===== config.mk =====
export PLATFORM = sky130hd
export DESIGN_NAME = rgbkf_queue
export DESIGN_NICKNAME = d
export VERILOG_FILES = /design/src/hw/rtl/rgbkf_pkg.sv /design/src/hw/rtl/rgbkf_queue.sv
export SDC_FILE = /design/constraint.sdc
export NUM_CORES = 1
export LEC_CHECK = 0
export ABC_AREA = 1
export BUFFER_PORTS_ARGS = -buffer_cell sky130_fd_sc_hd__buf_2
export CORE_MARGIN = 8
export CORE_UTILIZATION = 45
export CTS_BUF_LIST = sky130_fd_sc_hd__clkbuf_4 sky130_fd_sc_hd__clkbuf_8
export CTS_CLUSTER_SIZE = 28
export DETAILED_ROUTE_END_ITERATION = 16
export PLACE_DENSITY = 0.78
export SLEW_MARGIN = 10
export SYNTH_ARGS = -nofsm -noshare
export SYNTH_HDL_FRONTEND = slang
export SYNTH_SLANG_ARGS = --single-unit

===== constraint.sdc =====
create_clock -name clk -period 5.5 [get_ports clk]
set_input_delay 0.275 -clock clk [delete_from_list [all_inputs] [get_ports clk]]
set_output_delay 0.275 -clock clk [all_outputs]
set_load 0.03 [all_outputs]

===== src/hw/rtl/rgbkf_pkg.sv =====
// rgbkf_pkg: types, constants and kernel table of the rgb 3x3 kernel filter
// no dependencies
package rgbkf_pkg;

  localparam int PIX_BITS  = 8;
  localparam int CF_BITS   = 8;
  localparam int COEF_BITS = 13;
  localparam int POS_BITS  = 11;
  localparam int DIM_BITS  = 12;
  localparam int MAX_HEIGHT = 2048;
  localparam int QDEPTH    = 4;
  localparam int QPTR_BITS = $clog2(QDEPTH);
  localparam int QLVL_BITS = $clog2(QDEPTH + 1);
  localparam int PIX_MAX_I = (1 << PIX_BITS) - 1;
  localparam logic [PIX_BITS-1:0] PIX_MAX = PIX_BITS'(PIX_MAX_I);

  // register indexes
  localparam logic [1:0] REG_WIDTH  = 2'd0;
  localparam logic [1:0] REG_HEIGHT = 2'd1;
  localparam logic [1:0] REG_MODE   = 2'd2;

  typedef enum logic [2:0] {
    MODE_IDENTITY = 3'd0,
    MODE_BLUR     = 3'd1,
    MODE_GAUSS    = 3'd2,
    MODE_SHARPEN  = 3'd3,
    MODE_EMBOSS   = 3'd4,
    MODE_EDGE     = 3'd5
  } mode_t;

  // signed fixed-point coefficients, CF_BITS fraction bits
  localparam logic signed [COEF_BITS-1:0] COEF_ONE     = 13'sd256;
  localparam logic signed [COEF_BITS-1:0] COEF_NINTH   = 13'sd28;
  localparam logic signed [COEF_BITS-1:0] COEF_16TH    = 13'sd16;
  localparam logic signed [COEF_BITS-1:0] COEF_8TH     = 13'sd32;
  localparam logic signed [COEF_BITS-1:0] COEF_G_MID   = 13'sd58;
  localparam logic signed [COEF_BITS-1:0] COEF_M_HALF  = -13'sd128;
  localparam logic signed [COEF_BITS-1:0] COEF_HALF    = 13'sd128;
  localparam logic signed [COEF_BITS-1:0] COEF_EIGHT   = 13'sd2048;
  localparam logic signed [COEF_BITS-1:0] COEF_M_ONE   = -13'sd256;
  localparam logic signed [COEF_BITS-1:0] COEF_ZERO    = 13'sd0;

  typedef logic [2:0][PIX_BITS-1:0] pix_t;   // [0] red, [1] green, [2] blue

  typedef struct packed {
    logic [PIX_BITS-1:0] red_in;
    logic [PIX_BITS-1:0] green_in;
    logic [PIX_BITS-1:0] blue_in;
    logic                flush;
  } in_item_t;

  typedef struct packed {
    logic [PIX_BITS-1:0] red_out;
    logic [PIX_BITS-1:0] green_out;
    logic [PIX_BITS-1:0] blue_out;
    logic [POS_BITS-1:0] pixel_row;
    logic [POS_BITS-1:0] pixel_col;
    logic                frame_done;
  } out_item_t;

  // one classified request: masked window plus position
  typedef struct packed {
    pix_t [8:0]          win;   // tap = row*3 + col
    logic [POS_BITS-1:0] row;
    logic [POS_BITS-1:0] col;
    logic                done;
  } win_item_t;

  function automatic logic signed [COEF_BITS-1:0] kernel_coef(input logic [2:0] mode,
                                                              input logic [3:0] tap);
    logic signed [COEF_BITS-1:0] c;
    c = COEF_ZERO;
    case (mode)
      MODE_BLUR: c = COEF_NINTH;
      MODE_GAUSS: begin
        if (tap == 4'd4) c = COEF_G_MID;
        else if (tap inside {4'd0, 4'd2, 4'd6, 4'd8}) c = COEF_16TH;
        else c = COEF_8TH;
      end
      MODE_SHARPEN: begin
        if (tap == 4'd4) c = COEF_EIGHT;
        else if (tap inside {4'd1, 4'd3, 4'd5, 4'd7}) c = COEF_M_HALF;
        else c = COEF_ZERO;
      end
      MODE_EMBOSS: begin
        case (tap)
          4'd0:                      c = COEF_M_ONE;
          4'd1, 4'd3:                c = COEF_M_HALF;
          4'd4, 4'd5, 4'd7:          c = COEF_HALF;
          4'd8:                      c = COEF_ONE;
          default:                   c = COEF_ZERO;
        endcase
      end
      default: c = (tap == 4'd4) ? COEF_ONE : COEF_ZERO;
    endcase
    return c;
  endfunction

endpackage


===== src/hw/rtl/rgbkf_queue.sv =====
// rgbkf_queue: short queue of classified requests between front and back
// depends on rgbkf_pkg
module rgbkf_queue import rgbkf_pkg::*; (
  input  logic                 clk,
  input  logic                 rst,
  input  logic                 wr,
  input  win_item_t            wr_data,
  input  logic                 rd,
  output win_item_t            head,
  output logic                 valid,
  output logic [QLVL_BITS-1:0] level
);

  win_item_t            mem [QDEPTH];
  logic [QPTR_BITS-1:0] wp, rp;

  assign head  = mem[rp];
  assign valid = level != '0;

  always_ff @(posedge clk) begin
    if (rst) begin
      wp    <= '0;
      rp    <= '0;
      level <= '0;
    end else begin
      if (wr) wp <= wp + QPTR_BITS'(1);
      if (rd) rp <= rp + QPTR_BITS'(1);
      level <= level + QLVL_BITS'(wr) - QLVL_BITS'(rd);
    end
  end

  always_ff @(posedge clk) begin
    if (wr) mem[wp] <= wr_data;
  end

endmodule


==> results of run 1 <==
layout make-up:
class                   count  area, sq um  share of cell area [%]
multi-input cells        1225         6180                    13.3
flip-flops and latches    965        28900                    62.1
repair buffers            758         5290                    11.4
clock inverters            47          355                   0.763
inverters                 494         1870                    4.01
well taps                1134         1420                    3.05
clock buffers             209         2540                    5.45
diodes                      8         20.0                  0.0430
layout by cell type (no fill, tap or decap), drive strengths merged:
cell type and n:
buf 515, o211ai 239, dfxtp 9, bufinv 3, diode 8, clkbuf 209, o21ai 243, dlygate4sd3 243
inv 498, nor2 3, edfxtp 956, clkinvlp 8, nand2 486, clkinv 32, nand3 2, ha 6
fa 1, a21oi 245
power breakdown:
part,switching [mW],internal [mW]
Sequential,0.0923,8.43
Combinational,1.45,0.592
Clock,2.67,3.13
registers in the layout, summed over array words and instances (netlist names), named ones only:
signal,flops
level,3
mem,956
rp,2
wp,2
worst paths after layout:
kind                                          from               endpoint  slack [ps]  depth (start not counted)
worst max register to register  wp[0]$_SDFFE_PP0P_  mem[0][129]$_DFFE_PP_        3160                          5
worst max-delay path                      register              head[193]        1940                          5
worst min-delay path                  wr_data[238]  mem[1][238]$_DFFE_PP_         220                          2
worst min register to register  rp[1]$_SDFFE_PP0P_               register         490                          2
what timing repair did:
item                                    CTS  global route
endpoints found under the hold margin   965             0
hold buffers                            243             0
endpoints found under the setup margin    0             0
layer usage:
metal  part of all wire (%)  vias to the layer above
li1                       -                    11500
met1                     38                    11700
met2                     51                     1009
met3                    8.7                      161
met4                    2.2                        2
met5                  0.014                        -
worst max-delay path: cells and delay by family, from the launching register on:
family | cells | cell delay (ps)
simple gates | 1 | 110
compound gates | 2 | 340
buf+inv | 2 | 810
flops | 1 | 960
stage by stage:
stage	hold slack, ps	utilization (%)	instance area, sq um	instances	setup slack (ps)
after floorplan	346	-	38100	2843	852
after global placement	439	49.2	41200	4333	2940
after detailed placement	451	49.2	41200	4333	2880
after CTS	109	55.6	46500	4832	1880
after global routing	148	55.6	46600	4838	1650
final	224	55.6	46600	4840	1940
logic make-up after synthesis:
logic type	count (synthesis)	share of synthesized area, %
buf+inv	653	7.87
fa+ha+maj	7	0.250
simple gates	491	4.85
compound gates	727	11.1
flops	965	75.9
==> impl_metrics.yaml, run 1 <==
outcome:
  status: "complete, no violations"
timing:
  finClkSkew_ps: 30.9
  worst_pin_slew_ps: 1200
  rsz0062_at_grt: "false"
  setup_viol: 0
  finalCriticalPeriod_ps: 3560
  maxSlewHeadroom_pct: 20.3
  fmax_ghz: 0.281
  final_max_slew_viol_count: 0
  post-route-period-util_pct: 64.7
  hold_viol: 0
  fin_setup_tns_ps: 0
floorplanning:
  core_area_sq_um: 83700
  dieArea_sq_um: 94100
  die_w_um: 307
  die_y_um: 307
  ios: 486
  rows: 106
  initial_core_util_pct: 45.5
drt:
  initialDrtViolationCount: 1994
  drc: 0
  detail-route-antenna-nets: 0
  wl_per_cell_um: 17.7
  routed_via_density: 5.02
  dr_total_vias: 24300
  routed_wl_mm: 85.6
  firstDrtPassIters: 6
clock_tree:
  cts_tree: "yes"
  clock_latency_ps: 780
  htree_levels: 4
  postCtsSetupRepairBufs: 0
  root_buffer: "clkbuf_8"
  clock_sinks: 965
  path_clk_slew_ps: 70
  cts_resized: 0
  cts_buffers: 150
  clk_path_buf_depth: 3
global_route:
  grtUsageMet1_pct: 20.8
  use_met3_pct: 5.04
  groute.usage.overall_pct: 17.5
  antenna_found_initial: 8
  grt_overflow_total: 0
  gr-max-usage-layer: "met2"
  grt_pass1_vias: 24600
  grt_first_pass_wirelength_mm: 132
  gr-usage-met2_pct: 30.5
  grt_max_degree: 238
synthesis:
  yosys.cell_count.top_type: "edfxtp_1"
  synth_area_leaders: "edfxtp_1 75%, inv_1 4.9%, nand2_1 4.8%, o211ai_1 4.7%, a21oi_1 3.2%"
  syn_avg_cell_area_sq_um: 13.4
  synth_warnings: 0
  synthTopCellsByCount: "956 x edfxtp_1, 494 x inv_1, 486 x nand2_1"
  yosysTopAreaCell: "edfxtp_1"
  async_reset_ff_share_pct: 0
  synth_cells: 2843
  synth_cell_types: 16
  synth_seq_area_share_pct: 75.9
  synth_ff_type: "edfxtp_1"
  syn_area_sq_um: 38100
  synth_edf_count: 956
  ys_ff_latch: 965
  synth_fp_nets: 3093
  synth_top_area_share_pct: 75.4
critical_path:
  arrival_ps: 3290
  end_kind: "output port"
  critPathRequiredTime_ps: 5220
  worstSetupStartpointType: "register"
  crit_fanout: 237
  slowest_delay_ps: 960
  slowest_stage: "dfxtp_4"
  path_cells: "buf_12, a21oi_1, o21ai_0, nand2_1, buf_2"
  critPathKind: "register to output port"
layout:
  nNetsFinal: 3844
  fill_cells: 6239
  synthToLayoutAreaGrowth_pct: 22.3
  drive_gt1_share_pct: 20.5
pwr:
  ir_drop_uv: 281
  p_per_area_nw_per_um2: 351
  p_leak_nw: 18.1
  finalPower_mw: 16.4
hold_path:
  hp-class: "primary input to register"
placed_design:
  io_buffers: 485
  hpwl_mm: 47.2
  gp_congestion: 0.766
flow_run:
  cap_violations: 0
Note: power is estimated with default switching activity, not from simulation.
==> run 2, diff against run 1 <==
clock period = 3.1 ns   (was 5.5 ns; I/O delays follow)
==> run 2 against run 1 <==
Largest cell class unchanged; non-clock buffer count rose by 80; register-to-register slack worse by 2100 ps; die area is the same; largest power group unchanged.
==> impl_metrics.yaml, run 2 (synthesis gave the netlist of run 1 again) <==
layout:
  regMostFlops: "mem"
  largest_register_ffs: 956
  utilization_pct: 56.7
  drive_gt1_share_pct: 20.8
  fin_cells: 4930
  final_cell_mix: "956 x edfxtp_1, 488 x inv_1, 485 x buf_2, 483 x nand2_1, 284 x dlygate4sd3_1"
  nNetsFinal: 3925
  reg.largest.list: "mem: 956 flops, level: 3 flops"
  fin_area_sq_um: 47500
  layout_commonest_cell: "edfxtp_1"
  synthToLayoutAreaGrowth_pct: 24.7
  fill_cells: 6101
clock_tree:
  cts_buffers: 151
  cts_resized: 0
  clock_latency_ps: 820
  clk_path_buf_depth: 3
  htree_levels: 4
  path_clk_slew_ps: 60
  root_buffer: "clkbuf_8"
  clock_sinks: 965
  cts_tree: "yes"
placed_design:
  gp_congestion: 0.795
  hpwl_mm: 51.2
  pre_cts_slack_ps: 1040
  place_inst: 4371
  io_buffers: 485
  place_area_sq_um: 41700
drt:
  firstDrtPassIters: 7
  initialDrtViolationCount: 2482
  detail-route-antenna-nets: 0
  drc: 0
  wl_per_cell_um: 18.4
  routed_via_density: 5.05
  dr_total_vias: 24900
  routed_wl_mm: 90.5
timing:
  final_max_slew_viol_count: 0
  rsz0062_at_grt: "false"
  holdWs_ps: 102
  fmax_ghz: 0.359
  fin_ws_ps: 313
  maxSlewHeadroom_pct: 42.3
  finClkSkew_ps: 45.9
  finalCriticalPeriod_ps: 2790
  worst_pin_slew_ps: 866
  hold_viol: 0
  post-route-period-util_pct: 89.9
  fin_setup_tns_ps: 0
  setup_viol: 0
pwr:
  p_leak_nw: 18.5
  finalPower_mw: 29.3
  p_per_area_nw_per_um2: 617
  ir_drop_uv: 516
critical_path:
  critPathRequiredTime_ps: 2940
  crit_fanout: 53
  critPathKind: "register to output port"
  arrival_ps: 2630
  worstSetupStartpointType: "register"
  end_kind: "output port"
global_route:
  groute.usage.overall_pct: 18.6
  antenna_found_initial: 4
  use_met3_pct: 5.11
  gr-usage-met2_pct: 31.8
  grt_pass1_vias: 25200
  grt_first_pass_wirelength_mm: 138
  grt_overflow_total: 0
  grtUsageMet1_pct: 22.7
  grt_max_degree: 135
  gr-max-usage-layer: "met2"
outcome:
  status: "complete, no violations"
floorplanning:
  core_area_sq_um: 83700
  die_w_um: 307
  ios: 486
  dieArea_sq_um: 94100
  rows: 106
  initial_core_util_pct: 45.5
  die_y_um: 307
hold_path:
  hp-class: "primary input to register"
flow_run:
  cap_violations: 0
## run 2: changes by cell type in the layout (fill, tap and decap cells not counted), sizes merged
| cell | change |
|---|---|
| clkinv | +19 |
| clkbuf | -10 |
| buf | +39 |
| diode | +1 |
| dlygate4sd3 | +41 |
| bufinv | +1 |
| inv | -1 |
## run 2: report_power, final
part           switching, mW  internal (mW)  total, mW
logic                   2.65           1.15       3.80
registers              0.146           14.9       15.1
clock network           4.92           5.50       10.4
total                   7.72           21.6       29.3
## run 2: final cells by class
| cell class | instances | area, sq um | share of cell area, % |
|---|---|---|---|
| multi-input cells | 1225 | 6190 | 13.0 |
| flip-flops and latches | 965 | 28900 | 60.9 |
| clock inverters | 66 | 438 | 0.923 |
| diodes | 9 | 22.5 | 0.0475 |
| well taps | 1134 | 1420 | 2.99 |
| repair buffers | 838 | 6170 | 13.0 |
| clock buffers | 199 | 2450 | 5.16 |
| inverters | 494 | 1870 | 3.94 |
## run 2: worst max-delay path, stage by stage (launching register included)
cell,delay [ps]
dfxtp_4,610
buf_12,300
buf_4,290
a21oi_1,120
o21ai_0,130
nand2_1,110
buf_2,200
## run 2: routing by layer
layer  routed length (um)  part of all wire [%]
met2                45500                    50
met1                34400                    38
met5                    8                0.0088
met3                 8520                   9.4
met4                 2000                   2.2
## run 2: final timing paths
kind                             from               endpoint  slack, ps  depth (start not counted)
setup / recovery             register              head[157]        310                          6
hold / removal           wr_data[106]  mem[1][106]$_DFFE_PP_        100                          2
setup reg to reg  level[0]$_SDFF_PP0_    level[1]$_SDFF_PP0_       1020                          8
hold reg to reg    rp[0]$_SDFFE_PP0P_               register        480                          1
## run 2: repair_timing
| item | in CTS | in global routing |
|---|---|---|
| buffers inserted | 0 | 1 |
| endpoints found under the hold margin | 971 | 0 |
| hold buffers | 284 | 0 |
| endpoints found under the setup margin | 0 | 3 |
